===== config.mk =====
export PLATFORM = sky130hd
export DESIGN_NAME = sha512_queue
export DESIGN_NICKNAME = d
export VERILOG_FILES = /design/src/sha512_pkg.sv /design/src/sha512_queue.sv
export SDC_FILE = /design/constraint.sdc
export NUM_CORES = 1
export LEC_CHECK = 0
export ABC_AREA = 1
export BUFFER_PORTS_ARGS = -buffer_cell sky130_fd_sc_hd__buf_4
export CORE_ASPECT_RATIO = 0.9
export CORE_UTILIZATION = 45
export CTS_CLUSTER_DIAMETER = 40
export DETAILED_ROUTE_END_ITERATION = 6
export PLACE_DENSITY_LB_ADDON = 0.25
export RECOVER_POWER = 100
export SLEW_MARGIN = 20
export SYNTH_ARGS = -nofsm -noshare
export SYNTH_HDL_FRONTEND = slang
export SYNTH_SLANG_ARGS = --single-unit

===== constraint.sdc =====
create_clock -name aclk -period 11.6 [get_ports aclk]
set_input_delay 0.58 -clock aclk [delete_from_list [all_inputs] [get_ports aclk]]
set_output_delay 0.58 -clock aclk [all_outputs]
set_load 0.1 [all_outputs]

===== src/sha512_pkg.sv =====
// SHA-512 package: shared types, initial hash values and round constants.
// No dependencies.
package sha512_pkg;

    localparam int WORD_W   = 64;
    localparam int ROUNDS_C = 80;

    // Kind of word passed from the front end to the compression engine.
    typedef enum logic [1:0] {
        KIND_DATA   = 2'd0,
        KIND_FINISH = 2'd1
    } word_kind_t;

    // One queue entry: a schedule word plus its kind.
    typedef struct packed {
        logic [WORD_W-1:0] word;
        word_kind_t        kind;
    } queue_entry_t;

    localparam logic [WORD_W-1:0] INIT_HASH [8] = '{
        64'h6a09e667f3bcc908, 64'hbb67ae8584caa73b, 64'h3c6ef372fe94f82b,
        64'ha54ff53a5f1d36f1, 64'h510e527fade682d1, 64'h9b05688c2b3e6c1f,
        64'h1f83d9abfb41bd6b, 64'h5be0cd19137e2179
    };

    localparam logic [WORD_W-1:0] ROUND_K [80] = '{
        64'h428a2f98d728ae22, 64'h7137449123ef65cd, 64'hb5c0fbcfec4d3b2f, 64'he9b5dba58189dbbc,
        64'h3956c25bf348b538, 64'h59f111f1b605d019, 64'h923f82a4af194f9b, 64'hab1c5ed5da6d8118,
        64'hd807aa98a3030242, 64'h12835b0145706fbe, 64'h243185be4ee4b28c, 64'h550c7dc3d5ffb4e2,
        64'h72be5d74f27b896f, 64'h80deb1fe3b1696b1, 64'h9bdc06a725c71235, 64'hc19bf174cf692694,
        64'he49b69c19ef14ad2, 64'hefbe4786384f25e3, 64'h0fc19dc68b8cd5b5, 64'h240ca1cc77ac9c65,
        64'h2de92c6f592b0275, 64'h4a7484aa6ea6e483, 64'h5cb0a9dcbd41fbd4, 64'h76f988da831153b5,
        64'h983e5152ee66dfab, 64'ha831c66d2db43210, 64'hb00327c898fb213f, 64'hbf597fc7beef0ee4,
        64'hc6e00bf33da88fc2, 64'hd5a79147930aa725, 64'h06ca6351e003826f, 64'h142929670a0e6e70,
        64'h27b70a8546d22ffc, 64'h2e1b21385c26c926, 64'h4d2c6dfc5ac42aed, 64'h53380d139d95b3df,
        64'h650a73548baf63de, 64'h766a0abb3c77b2a8, 64'h81c2c92e47edaee6, 64'h92722c851482353b,
        64'ha2bfe8a14cf10364, 64'ha81a664bbc423001, 64'hc24b8b70d0f89791, 64'hc76c51a30654be30,
        64'hd192e819d6ef5218, 64'hd69906245565a910, 64'hf40e35855771202a, 64'h106aa07032bbd1b8,
        64'h19a4c116b8d2d0c8, 64'h1e376c085141ab53, 64'h2748774cdf8eeb99, 64'h34b0bcb5e19b48a8,
        64'h391c0cb3c5c95a63, 64'h4ed8aa4ae3418acb, 64'h5b9cca4f7763e373, 64'h682e6ff3d6b2b8a3,
        64'h748f82ee5defb2fc, 64'h78a5636f43172f60, 64'h84c87814a1f0ab72, 64'h8cc702081a6439ec,
        64'h90befffa23631e28, 64'ha4506cebde82bde9, 64'hbef9a3f7b2c67915, 64'hc67178f2e372532b,
        64'hca273eceea26619c, 64'hd186b8c721c0c207, 64'heada7dd6cde0eb1e, 64'hf57d4f7fee6ed178,
        64'h06f067aa72176fba, 64'h0a637dc5a2c898a6, 64'h113f9804bef90dae, 64'h1b710b35131c471b,
        64'h28db77f523047d84, 64'h32caab7b40c72493, 64'h3c9ebe0a15c9bebc, 64'h431d67c49c100d4c,
        64'h4cc5d4becb3e42b6, 64'h597f299cfc657e2a, 64'h5fcb6fab3ad6faec, 64'h6c44198c4a475817
    };

endpackage


===== src/sha512_queue.sv =====
// SHA-512 two-entry queue between front end and compression engine.
// Depends on sha512_pkg.
module sha512_queue (
    input  logic                     aclk,
    input  logic                     aresetn,
    input  logic                     wr_valid,
    output logic                     wr_ready,
    input  sha512_pkg::queue_entry_t wr_entry,
    output logic                     rd_valid,
    input  logic                     rd_ready,
    output sha512_pkg::queue_entry_t rd_entry
);
    import sha512_pkg::*;

    queue_entry_t mem_reg [2];
    logic         wptr_reg;
    logic         rptr_reg;
    logic [1:0]   count_reg;
    logic         do_wr;
    logic         do_rd;

    assign wr_ready = (count_reg != 2'd2);
    assign rd_valid = (count_reg != 2'd0);
    assign rd_entry = mem_reg[rptr_reg];
    assign do_wr    = wr_valid && wr_ready;
    assign do_rd    = rd_valid && rd_ready;

    // Storage.
    always_ff @(posedge aclk) begin
        if (do_wr) begin
            mem_reg[wptr_reg] <= wr_entry;
        end
    end

    // Pointers and fill count.
    always_ff @(posedge aclk) begin
        if (!aresetn) begin
            wptr_reg  <= 1'b0;
            rptr_reg  <= 1'b0;
            count_reg <= '0;
        end else begin
            if (do_wr) wptr_reg <= ~wptr_reg;
            if (do_rd) rptr_reg <= ~rptr_reg;
            count_reg <= count_reg + {1'b0, do_wr} - {1'b0, do_rd};
        end
    end

    assert property (@(posedge aclk) disable iff (!aresetn)
        count_reg != 2'd3)
        else $error("queue count out of range");
    assert property (@(posedge aclk) disable iff (!aresetn)
        (count_reg == 2'd0 || count_reg == 2'd2) |-> (wptr_reg == rptr_reg))
        else $error("queue pointers disagree with count");
    assert property (@(posedge aclk) disable iff (!aresetn)
        (do_wr && !do_rd) |=> (count_reg == $past(count_reg) + 2'd1))
        else $error("queue count missed a write");
endmodule


==> reports/qor.yml <==
status:
  status: "complete, but fails checks"
  violations: "max-capacitance violations, max-slew violations"
die:
  coreArea_um2: 11000
  ios: 138
  dieWidth_um: 115
  rows: 36
  die_area_um2: 11900
  start_util: 0.470
  chipHeight_um: 104
route:
  drtIter0Drc: 121
  wirelength_um: 8760
  drc: 0
  viasPerCell: 4.69
  antenna_left: 0
  routedWlPerCell_um: 15.7
  dr_total_vias: 2610
  drt_first_pass_iters: 4
yosys:
  ys_seq_elements: 137
  ys_seq_area_frac: 0.787
  avgSynthCellArea_um2: 21.4
  syn_area_um2: 5160
  synth_fp_nets: 313
  syn_inst: 241
  ys_types: 12
  ys_warn_count: 0
sta:
  maxSlewHeadroom: -0.780
  final.setup.worst_slack_ps: 6540
  finalSetupViolCount: 0
  fin_skew_ps: 6.66
  grt_setup_unrepaired: "no"
  post-route-min-period_ps: 5060
  slew_violations: 185
  worst_slew_pin_slew_ps: 2670
  fin_crit_sh: 0.436
  tns_ps: 0
  finalHoldViolCount: 0
  maxClockFrequency_ghz: 0.198
grt:
  grt_usage: 0.154
  grt_pass1_vias: 2707
  grt_pass1_wl_um: 13300
  antenna_found_initial: 0
  grt_overflow_total: 0
  grt_max_degree: 67
clocking:
  cts_tree: "built"
  cts_buffers: 17
  ctsHoldBuffers: 0
  clock_latency_ps: 410
  clock_tree.buffer_depth: 2
  clock_sinks: 137
  clk_pin_slew_ps: 60
  h-tree-depth: 4
  postCtsSetupRepairBufs: 0
  cts_resized: 0
  cts-root-buf: "clkbuf_16"
critical_path:
  path_depth: 3
  cp_data_arrival_time_ps: 4480
  critPathLaunchType: "register"
  cp_cell_sequence: "clkbuf_1 -> mux2_2 -> clkbuf_1"
  crit_family: "buffers and inverters"
  crit_top_cell: "clkbuf_1"
  path_buf_inv: 2
  worst-setup-path-type: "reg2out"
  required_ps: 11020
  slowest_delay_ps: 1400
  path_max_fanout: 35
  reg2regPathDepth: 5
  cp_slowest_cell: "dfxtp_1"
  cp-end-kind: "primary output"
placement:
  gp_congestion: 0.673
  place_ws_ps: 9210
  dp_hpwl_um: 5400
  portBuffers: 137
final_layout:
  antenna_cells: 0
  final_layout_size_suffix_gt1_frac: 0.383
  area_growth_pct: 28.8
  nNetsFinal: 465
  largest_reg_flops: 132
  fill_cells: 908
  fin_util: 0.605
hold_path:
  hp-class: "in2reg"
  hold_depth: 1
flow_run:
  max-cap-violations: 5
==> worst paths after layout <==
path,from,to,slack [ps]
worst max-delay path,register,rd_entry[5],6540
worst min-delay path,wr_entry[3],mem_reg[1][3],380
worst max register to register,count_reg[0],mem_reg[0][20],7230
worst min register to register,rptr_reg,rptr_reg,520
==> layout by cell type (no fill, tap or decap), drive strengths merged <==
cell type  netlist  final
edfxtp         132    132
mux2            66     66
inv              7      8
nand3            3      3
nand2            9      9
nor2             8      8
clkinvlp         0      3
dfxtp            5      5
a21oi            2      2
ha               2      2
buf              7     43
bufinv           0      4
clkinv           0      5
clkbuf           0    115
==> routing by layer <==
metal	vias to the layer above	GRT usage	part of all wire
met5	-	0	0
met4	0	0.0640	0.013
met3	14	0.0790	0.091
met2	106	0.238	0.48
met1	1248	0.181	0.41
li1	1242	-	-
==> cell usage after synthesis (all sizes together) <==
library cell | number | share of area
edfxtp | 132 | 0.77
mux2 | 66 | 0.17
nand2 | 9 | 0.0065
nor2 | 8 | 0.0058
buf | 7 | 0.013
inv | 7 | 0.0051
dfxtp | 5 | 0.019
nand3 | 3 | 0.0029
a21oi | 2 | 0.0019
ha | 2 | 0.0048
==> stage by stage <==
| step | cell area, µm² | hold slack [ps] | std cells |
|---|---|---|---|
| finish | 6650 | 377 | 557 |
| global route | 6650 | 354 | 557 |
| CTS | 6950 | 334 | 556 |
| detailed placement | 6340 | 507 | 525 |
| global placement | 6340 | 485 | 525 |
| floorplan | 5160 | 467 | 241 |
==> kinds of logic (layout without fill, tap and decap cells) <==
family	Yosys count	count (layout)	share of synthesized area
DFF	137	137	0.787
muxes	66	66	0.173
and+or+nand+nor	20	20	0.0153
buffers and inverters	14	178	0.0179
adders and majority gates	2	2	0.00485
AOI/OAI and AO/OA	2	2	0.00194
==> area by class of cell <==
type,instances,area [µm²],share of cell area
clock buffer,18,429,0.0645
clock inverter,13,178,0.0267
inverter,7,26.3,0.00395
multi-input combinational,90,865,0.130
sequential,137,4060,0.611
tap,152,190,0.0286
timing repair buffer,140,897,0.135
Power is not shown: default switching activity piles up to over one toggle a cycle in this logic, so the estimate is an artifact.
