**src/sha512_pkg.sv**
```systemverilog
// SHA-512 package: shared types, initial hash values and round constants.
// No dependencies.
package sha512_pkg;

    localparam int WORD_W   = 64;
    localparam int ROUNDS_C = 80;

    // Kind of word passed from the front end to the compression engine.
    typedef enum logic [1:0] {
        KIND_DATA   = 2'd0,
        KIND_FINISH = 2'd1
    } word_kind_t;

    // One queue entry: a schedule word plus its kind.
    typedef struct packed {
        logic [WORD_W-1:0] word;
        word_kind_t        kind;
    } queue_entry_t;

    localparam logic [WORD_W-1:0] INIT_HASH [8] = '{
        64'h6a09e667f3bcc908, 64'hbb67ae8584caa73b, 64'h3c6ef372fe94f82b,
        64'ha54ff53a5f1d36f1, 64'h510e527fade682d1, 64'h9b05688c2b3e6c1f,
        64'h1f83d9abfb41bd6b, 64'h5be0cd19137e2179
    };

    localparam logic [WORD_W-1:0] ROUND_K [80] = '{
        64'h428a2f98d728ae22, 64'h7137449123ef65cd, 64'hb5c0fbcfec4d3b2f, 64'he9b5dba58189dbbc,
        64'h3956c25bf348b538, 64'h59f111f1b605d019, 64'h923f82a4af194f9b, 64'hab1c5ed5da6d8118,
        64'hd807aa98a3030242, 64'h12835b0145706fbe, 64'h243185be4ee4b28c, 64'h550c7dc3d5ffb4e2,
        64'h72be5d74f27b896f, 64'h80deb1fe3b1696b1, 64'h9bdc06a725c71235, 64'hc19bf174cf692694,
        64'he49b69c19ef14ad2, 64'hefbe4786384f25e3, 64'h0fc19dc68b8cd5b5, 64'h240ca1cc77ac9c65,
        64'h2de92c6f592b0275, 64'h4a7484aa6ea6e483, 64'h5cb0a9dcbd41fbd4, 64'h76f988da831153b5,
        64'h983e5152ee66dfab, 64'ha831c66d2db43210, 64'hb00327c898fb213f, 64'hbf597fc7beef0ee4,
        64'hc6e00bf33da88fc2, 64'hd5a79147930aa725, 64'h06ca6351e003826f, 64'h142929670a0e6e70,
        64'h27b70a8546d22ffc, 64'h2e1b21385c26c926, 64'h4d2c6dfc5ac42aed, 64'h53380d139d95b3df,
        64'h650a73548baf63de, 64'h766a0abb3c77b2a8, 64'h81c2c92e47edaee6, 64'h92722c851482353b,
        64'ha2bfe8a14cf10364, 64'ha81a664bbc423001, 64'hc24b8b70d0f89791, 64'hc76c51a30654be30,
        64'hd192e819d6ef5218, 64'hd69906245565a910, 64'hf40e35855771202a, 64'h106aa07032bbd1b8,
        64'h19a4c116b8d2d0c8, 64'h1e376c085141ab53, 64'h2748774cdf8eeb99, 64'h34b0bcb5e19b48a8,
        64'h391c0cb3c5c95a63, 64'h4ed8aa4ae3418acb, 64'h5b9cca4f7763e373, 64'h682e6ff3d6b2b8a3,
        64'h748f82ee5defb2fc, 64'h78a5636f43172f60, 64'h84c87814a1f0ab72, 64'h8cc702081a6439ec,
        64'h90befffa23631e28, 64'ha4506cebde82bde9, 64'hbef9a3f7b2c67915, 64'hc67178f2e372532b,
        64'hca273eceea26619c, 64'hd186b8c721c0c207, 64'heada7dd6cde0eb1e, 64'hf57d4f7fee6ed178,
        64'h06f067aa72176fba, 64'h0a637dc5a2c898a6, 64'h113f9804bef90dae, 64'h1b710b35131c471b,
        64'h28db77f523047d84, 64'h32caab7b40c72493, 64'h3c9ebe0a15c9bebc, 64'h431d67c49c100d4c,
        64'h4cc5d4becb3e42b6, 64'h597f299cfc657e2a, 64'h5fcb6fab3ad6faec, 64'h6c44198c4a475817
    };

endpackage

```
**src/sha512_front.sv**
```systemverilog
// SHA-512 front end: takes message items, counts bytes and appends padding.
// Depends on sha512_pkg.
module sha512_front (
    input  logic                    aclk,
    input  logic                    aresetn,
    input  logic                    in_valid,
    output logic                    in_ready,
    input  logic [63:0]             in_word,
    input  logic [3:0]              in_bytes,
    input  logic                    in_last,
    output logic                    q_valid,
    input  logic                    q_ready,
    output sha512_pkg::queue_entry_t q_entry
);
    import sha512_pkg::*;

    typedef enum logic [1:0] {
        ST_TAKE,
        ST_MARK,
        ST_ZERO,
        ST_LEN
    } fstate_t;

    fstate_t     state_reg;
    logic [3:0]  pos_reg;
    logic [63:0] total_reg;
    logic        len_hi_done_reg;

    logic [3:0]  nbytes;
    logic [63:0] total_sum;
    logic [63:0] mask;
    logic [63:0] tail_word;
    logic        take;

    assign in_ready = (state_reg == ST_TAKE) && q_ready;
    assign take     = in_valid && in_ready;

    // Saturate the byte count and build the masked, padded tail word.
    always_comb begin
        nbytes = in_last ? ((in_bytes > 4'd8) ? 4'd8 : in_bytes) : 4'd8;
        total_sum = total_reg + {60'd0, nbytes};
        mask = ~(64'hffff_ffff_ffff_ffff >> {nbytes, 3'b000});
        tail_word = (in_word & mask);
        if (nbytes != 4'd8) begin
            tail_word = tail_word | (64'h8000_0000_0000_0000 >> {nbytes, 3'b000});
        end
    end

    // Queue output word for the current state.
    always_comb begin
        q_entry.kind = KIND_DATA;
        q_entry.word = '0;
        q_valid      = 1'b0;
        case (state_reg)
            ST_TAKE: begin
                q_valid      = in_valid;
                q_entry.word = in_last ? tail_word : in_word;
            end
            ST_MARK: begin
                q_valid      = 1'b1;
                q_entry.word = 64'h8000_0000_0000_0000;
            end
            ST_ZERO: begin
                q_valid = 1'b1;
            end
            ST_LEN: begin
                q_valid = 1'b1;
                if (len_hi_done_reg) begin
                    q_entry.word = {total_reg[60:0], 3'b000};
                    q_entry.kind = KIND_FINISH;
                end else begin
                    q_entry.word = {61'd0, total_reg[63:61]};
                end
            end
            default: q_valid = 1'b0;
        endcase
    end

    // Padding sequencer.
    always_ff @(posedge aclk) begin
        if (!aresetn) begin
            state_reg       <= ST_TAKE;
            pos_reg         <= '0;
            total_reg       <= '0;
            len_hi_done_reg <= 1'b0;
        end else begin
            case (state_reg)
                ST_TAKE: begin
                    if (take) begin
                        pos_reg   <= pos_reg + 4'd1;
                        total_reg <= total_sum;
                        if (in_last) begin
                            if (nbytes == 4'd8) begin
                                state_reg <= ST_MARK;
                            end else if (pos_reg + 4'd1 == 4'd14) begin
                                state_reg <= ST_LEN;
                            end else begin
                                state_reg <= ST_ZERO;
                            end
                        end
                    end
                end
                ST_MARK, ST_ZERO: begin
                    if (q_ready) begin
                        pos_reg <= pos_reg + 4'd1;
                        state_reg <= (pos_reg + 4'd1 == 4'd14) ? ST_LEN : ST_ZERO;
                    end
                end
                ST_LEN: begin
                    if (q_ready) begin
                        if (len_hi_done_reg) begin
                            state_reg       <= ST_TAKE;
                            pos_reg         <= '0;
                            total_reg       <= '0;
                            len_hi_done_reg <= 1'b0;
                        end else begin
                            pos_reg         <= pos_reg + 4'd1;
                            len_hi_done_reg <= 1'b1;
                        end
                    end
                end
                default: state_reg <= ST_TAKE;
            endcase
        end
    end

    // Length words only go out at block slots 14 and 15.
    assert property (@(posedge aclk) disable iff (!aresetn)
        (state_reg == ST_LEN) |-> (pos_reg == 4'd14 || pos_reg == 4'd15))
        else $error("length word at wrong slot");
    assert property (@(posedge aclk) disable iff (!aresetn)
        (state_reg != ST_TAKE) |-> !in_ready)
        else $error("input taken during padding");
    assert property (@(posedge aclk) disable iff (!aresetn)
        (state_reg == ST_ZERO) |-> (pos_reg != 4'd14))
        else $error("zero padding overran slot 14");
endmodule

```
**config.mk**
```make
export PLATFORM = sky130hd
export DESIGN_NAME = sha512_front
export DESIGN_NICKNAME = d
export VERILOG_FILES = /design/src/sha512_pkg.sv /design/src/sha512_front.sv
export SDC_FILE = /design/constraint.sdc
export NUM_CORES = 1
export LEC_CHECK = 0
export BUFFER_PORTS_ARGS = -buffer_cell sky130_fd_sc_hd__buf_2
export CAP_MARGIN = 0
export CORE_MARGIN = 3
export CORE_UTILIZATION = 35
export CTS_CLUSTER_SIZE = 28
export DETAILED_ROUTE_END_ITERATION = 16
export REMOVE_ABC_BUFFERS = 1
export SLEW_MARGIN = 10
export SYNTH_ARGS = -nofsm -noshare
export SYNTH_HDL_FRONTEND = slang
export SYNTH_SLANG_ARGS = --single-unit
```
**constraint.sdc**
```tcl
create_clock -name aclk -period 3.2 [get_ports aclk]
set_clock_uncertainty 0.2 [all_clocks]
set_input_delay 0.48 -clock aclk [delete_from_list [all_inputs] [get_ports aclk]]
set_output_delay 0.48 -clock aclk [all_outputs]
set_load 0.02 [all_outputs]
```
==> reports/metrics.cfg, run 1 <==
[critical_path]
worstPathArrival_ps=3140
worst-path-max-fanout=20
worst-r2r-cell-count=7
worstSetupStartpoint=state_reg[0]
worst-setup-path-type=reg -> reg
end_kind=flop
ff2ff_setup_slack_ps=120
worstPathRequired_ps=3260
worstReg2RegEnd=total_reg[45]
critPathLaunchType=flop
cp-endpoint=total_reg[45]
timing.rr.start=state_reg[0]

[logic_synthesis]
synth-async-reset-ratio=0
yosys.area.top_type_share=0.292
synthTopCellsByArea=dfxtp_1 29%, a22oi_1 8.8%, nor2_1 7.6%
yosysSeqAreaShare=0.292
ys.flop_type=dfxtp_1
ys_types=49
postSynthCellCount=660
yosysMostFrequentCell=nor2_1
synth-seq-cells=71
ys_warn_count=0
synth_edf_count=0
ys_top_cells_by_count=99 x nor2_1, 71 x dfxtp_1, 61 x a21oi_1
synth.cell_area_mm2=0.00486
yosys.area.top_type=dfxtp_1
avgSynthCellArea_um2=7.37

[run_status]
outcome=completed

[floorplan]
start_util=0.363
fp-row-count=42
die_area_mm2=0.0154
ios=141
die_w_um=124
dieHeight_um=124
coreArea_mm2=0.0134

[global_routing]
use_met2=0.345
groute.usage.overall=0.199
grt_first_pass_wirelength_mm=25.0
grtUsageMet1=0.257
antenna_found_initial=0
gr-max-usage-layer=met2
grt_pass1_vias=5171
grt-ovfl-total=0
grt_max_degree=43
grtUsageMet3=0.0254

[route]
avgRoutedWirePerCell_um=16.1
drc=0
routed_wl_mm=15.5
first_pass_iters=4
dr_total_vias=5480
drt_iter0_drc=425
avgViaCountPerCell=5.70
drtAntennaViolNets=0

[placement]
place_hpwl_mm=11.6
gp_congestion=0.930
dp_slack_ps=-26.1
dp_cells=945
port_buffers=139

[sta]
fin_crit_sh=0.963
fin_setup_tns_ps=0
hold_ws_ps=232
period_needed_ps=3080
fin_ws_ps=120
slew_viol_final=0
rsz0062_at_grt=no
worst_pin_slew_ps=817
slew_headroom=0.450
max_freq_ghz=0.325
final_hold_viol_count=0
setup_violations=0

[power]
ir_drop_v=0.000224
leakage_uw=0.00230
p_total_uw=3520
powerDensity_mw_per_mm2=581

[worst_hold_path]
hold_path_class=in -> reg

[clock_network]
htree_levels=3
clock_path_buffers=2
cts_root_buf=clkbuf_16
cts_tree=done
hold_buffers=0
cts_buffers=9
clock-sinks=71
clock_latency_ps=330
path_clk_slew_ps=60

[job]
max_cap_violations=0

[final_layout]
layout-drive-gt1-share=0.251
largest_register_ffs=64
fin_cells=962
syn2layout_area_growth_pct=24.6
antenna_cells=0
fin_nets=866

layout make-up:
class | count | area [µm²]
clock buffers | 9 | 225
clock inverters | 7 | 72.6
fillers | 1375 | 7340
inverters | 16 | 60.1
multi-input cells | 517 | 3150
flip-flops and latches | 71 | 1420
well taps | 176 | 220
repair buffers | 166 | 911
per-layer routing:
metal  share of wire  up-vias  wire length (µm)
met2            0.48      172              7400
li1                -     2712                 -
met5               0        -                 0
met4           0.021        0               332
met1            0.45     2569              6970
met3           0.050       27               781
power breakdown:
| group | switching [µW] | leakage [µW] | internal, µW |
|---|---|---|---|
| clock network | 403 | 0.000142 | 605 |
| registers | 27.0 | 0.000572 | 907 |
| logic | 1010 | 0.00158 | 564 |
| total | 1440 | 0.00230 | 2080 |
cells by family (layout without fill, tap and decap cells):
logic type	after synthesis	count (layout)	synth area share
simple gates	296	296	0.326
compound gates	187	187	0.247
buf+inv	72	198	0.0628
flops	71	71	0.292
xor+xnor	18	18	0.0324
fa+ha+maj	12	12	0.0324
mux	3	3	0.00617
other cells	1	1	0.000771
how the worst min path moves through the flow:
stage                               end     startpoint  slack (ps)  depth (start not counted)
after global placement    total_reg[63]  total_reg[63]         270                          2
final                      state_reg[0]        aresetn         230                          3
after detailed placement  total_reg[63]  total_reg[63]         280                          2
after floorplan           total_reg[63]  total_reg[63]         250                          2
after CTS                  state_reg[0]        aresetn         220                          3
after global routing       state_reg[0]        aresetn         260                          3
through the flow:
| step | cell area (µm²) | util |
|---|---|---|
| floorplan | 4620 | - |
| global placement | 5750 | 0.429 |
| detailed placement | 5750 | 0.429 |
| CTS | 6050 | 0.451 |
| global route | 6060 | 0.452 |
| finish | 6060 | 0.452 |
worst max-delay path, stage by stage, from the launching register on:
cell and delay (ps):
dfxtp_1 380, inv_1 100, ha_1 210, nor2b_1 140, or4_4 590, or4_4 670, or4_1 560, a21oi_1 150
cells in the final DEF (no fill, tap or decap), drive strengths merged, types with 3 or more instances in the layout:
| cell type | Yosys | layout |
|---|---|---|
| nor2b | 9 | 9 |
| nand2 | 30 | 30 |
| nor4 | 11 | 11 |
| nor4b | 3 | 3 |
| o21a | 5 | 5 |
| nand3 | 20 | 20 |
| or2 | 3 | 3 |
| and3 | 4 | 4 |
| nand2b | 3 | 3 |
| xnor2 | 17 | 17 |
| ha | 11 | 11 |
| a21oi | 61 | 61 |
| clkinv | 0 | 3 |
| nor3 | 17 | 17 |
| or4 | 37 | 37 |
| nor2 | 99 | 99 |
| nand4 | 22 | 22 |
| buf | 14 | 166 |
| mux2i | 3 | 3 |
| dfxtp | 71 | 71 |
| o21ai | 23 | 23 |
| nor3b | 5 | 5 |
| or3 | 18 | 18 |
| o31ai | 29 | 29 |
| a22oi | 57 | 57 |
| and4 | 5 | 5 |
| and2 | 6 | 6 |
| inv | 16 | 17 |
| clkbuf | 42 | 9 |
what timing repair did:
item | CTS | global route
gates resized for setup | 0 | 2
setup buffers | 0 | 1
setup endpoints to repair | 0 | 37
Note: power is estimated with default switching activity, not from simulation.
==> run 2: changes to the inputs <==
Settings changed: REMOVE_ABC_BUFFERS 1 to unset.
==> run 2 against run 1 <==
  * Non-clock buffer count is 4 lower
  * Clock-buffer cell count is 1 higher
  * Combinational power hardly changed
  * Sequential power hardly changed
  * Maximum frequency is 0.48% lower
  * Via count is 2.5% higher
==> reports/metrics.cfg, run 2 (synthesis results as in run 1) <==
[sta]
slew_viol_final=0
period_needed_ps=3100
final_hold_viol_count=0
rsz0062_at_grt=no
fin_ws_ps=105
max_freq_ghz=0.323
worst_pin_slew_ps=974
slew_headroom=0.344
hold_ws_ps=208
setup_violations=0
fin_setup_tns_ps=0
fin_crit_sh=0.967

[clock_network]
cts_buffers=9
clock-sinks=71
cts_tree=done
clock_latency_ps=330
clock_path_buffers=2
htree_levels=3
path_clk_slew_ps=60
cts_root_buf=clkbuf_16

[power]
switching_share=0.397
p_total_uw=3680
switchingPower_uw=1460
leakage_uw=0.00232
clockPowerShare=0.317
internal_power_uw=2220
powerDensity_mw_per_mm2=601
seq_power_share=0.254
comb_power_share=0.430
ir_drop_v=0.000261

[floorplan]
fp-row-count=42
coreArea_mm2=0.0134
dieHeight_um=124
ios=141
start_util=0.363
die_area_mm2=0.0154
die_w_um=124

[global_routing]
grt-ovfl-total=0
antenna_found_initial=0
grt_first_pass_wirelength_mm=25.4
grt_max_degree=38
grt_pass1_vias=5081
groute.usage.overall=0.206

[placement]
port_buffers=139
place_hpwl_mm=12.0
dp_slack_ps=-74.5
dp_cells=941
gp_congestion=0.897

[critical_path]
timing.rr.start=state_reg[1]
worst-path-max-fanout=20
ff2ff_setup_slack_ps=100
end_kind=flop
worstPathArrival_ps=3160
critPathLaunchType=flop
critPathSlowestCell=or4_4
worst-setup-path-type=reg -> reg
path_cells=inv_1 > ha_1 > nor2b_1 > or4_4 > or4_4 > or4_1 > a21oi_1
critPathBufInv=1
cpPeakStageDelay_ps=680
worstSetupPathDepth=7
worstReg2RegEnd=total_reg[39]
worst-r2r-cell-count=7
worstPathRequired_ps=3270
cpMostUsedCell=or4_4
critPathTopFamily=simple AND/OR/NAND/NOR gates

[run_status]
outcome=completed

[route]
avgRoutedWirePerCell_um=17.1
first_pass_iters=5
drtAntennaViolNets=0
drc=0
avgViaCountPerCell=5.85
dr_total_vias=5616
drt_iter0_drc=489
routed_wl_mm=16.4

[job]
max_cap_violations=0

[final_layout]
fin_cells=960
largest_register_ffs=64
syn2layout_area_growth_pct=25.9
fin_nets=864
layout_common_cells=139 x buf_2, 99 x nor2_1, 70 x dfxtp_1, 61 x a21oi_1, 57 x a22oi_1
mostFrequentLayoutCell=buf_2
antenna_cells=0
layout-drive-gt1-share=0.255

[logic_synthesis]
syn-num-nets=745

[worst_hold_path]
whs_endpoint=state_reg[0]
hold_path_startpoint=aresetn
hold_path_class=in -> reg
hold_depth=3

run 2: area by class of cell:
| type | count | area, µm² |
|---|---|---|
| fill | 1356 | 7270 |
| sequential | 71 | 1420 |
| clock buffer | 10 | 229 |
| multi-input combinational | 519 | 3180 |
| clock inverter | 6 | 109 |
| inverter | 16 | 60.1 |
| tap | 176 | 220 |
| timing repair buffer | 162 | 906 |
run 2: worst max-delay path by stage:
stage	startpoint	to	slack, ps
after floorplan	in_last	total_reg[34]	10
after detailed placement	in_last	total_reg[48]	-70
final	state_reg[1]	total_reg[39]	100
after global placement	in_last	total_reg[62]	50
after CTS	state_reg[0]	q_entry[28]	40
after global routing	state_reg[1]	q_entry[9]	20
run 2: repair_timing:
item	4_1_cts	5_1_grt
endpoints found under the setup margin	1	31
cloned	0	2
hold buffers	0	0
hold endpoints to repair	0	0
setup buffers	0	1
pin swaps	0	2
resized for setup	1	5
run 2: tightest hold or removal path, stage by stage:
cell and delay (ps):
buf_2 120, o21ai_0 70, a21oi_1 40
run 2: power groups by stage:
stage	combinational [µW]	clock (µW)	sequential, µW
3_3_place_gp	1530	0	953
6_report	1580	1170	936
3_5_place_dp	1550	0	954
2_1_floorplan	1060	0	946
4_1_cts	1560	1170	935
5_1_grt	1730	1210	939
run 2: metal layers:
metal / routed length, µm / global-route usage / vias to the layer above
met2: 7740 / 0.347 / 230
met3: 1070 / 0.0286 / 20
met4: 227 / 0.0568 / 0
met1: 7390 / 0.277 / 2657
li1: - / - / 2709
met5: 0 / 0 / -
run 2: stage by stage:
stage          instance area (µm²)  utilization
5_1_grt                       6130        0.457
4_1_cts                       6090        0.454
2_1_floorplan                 4870            -
3_5_place_dp                  5750        0.429
3_3_place_gp                  5750        0.429
6_report                      6130        0.457
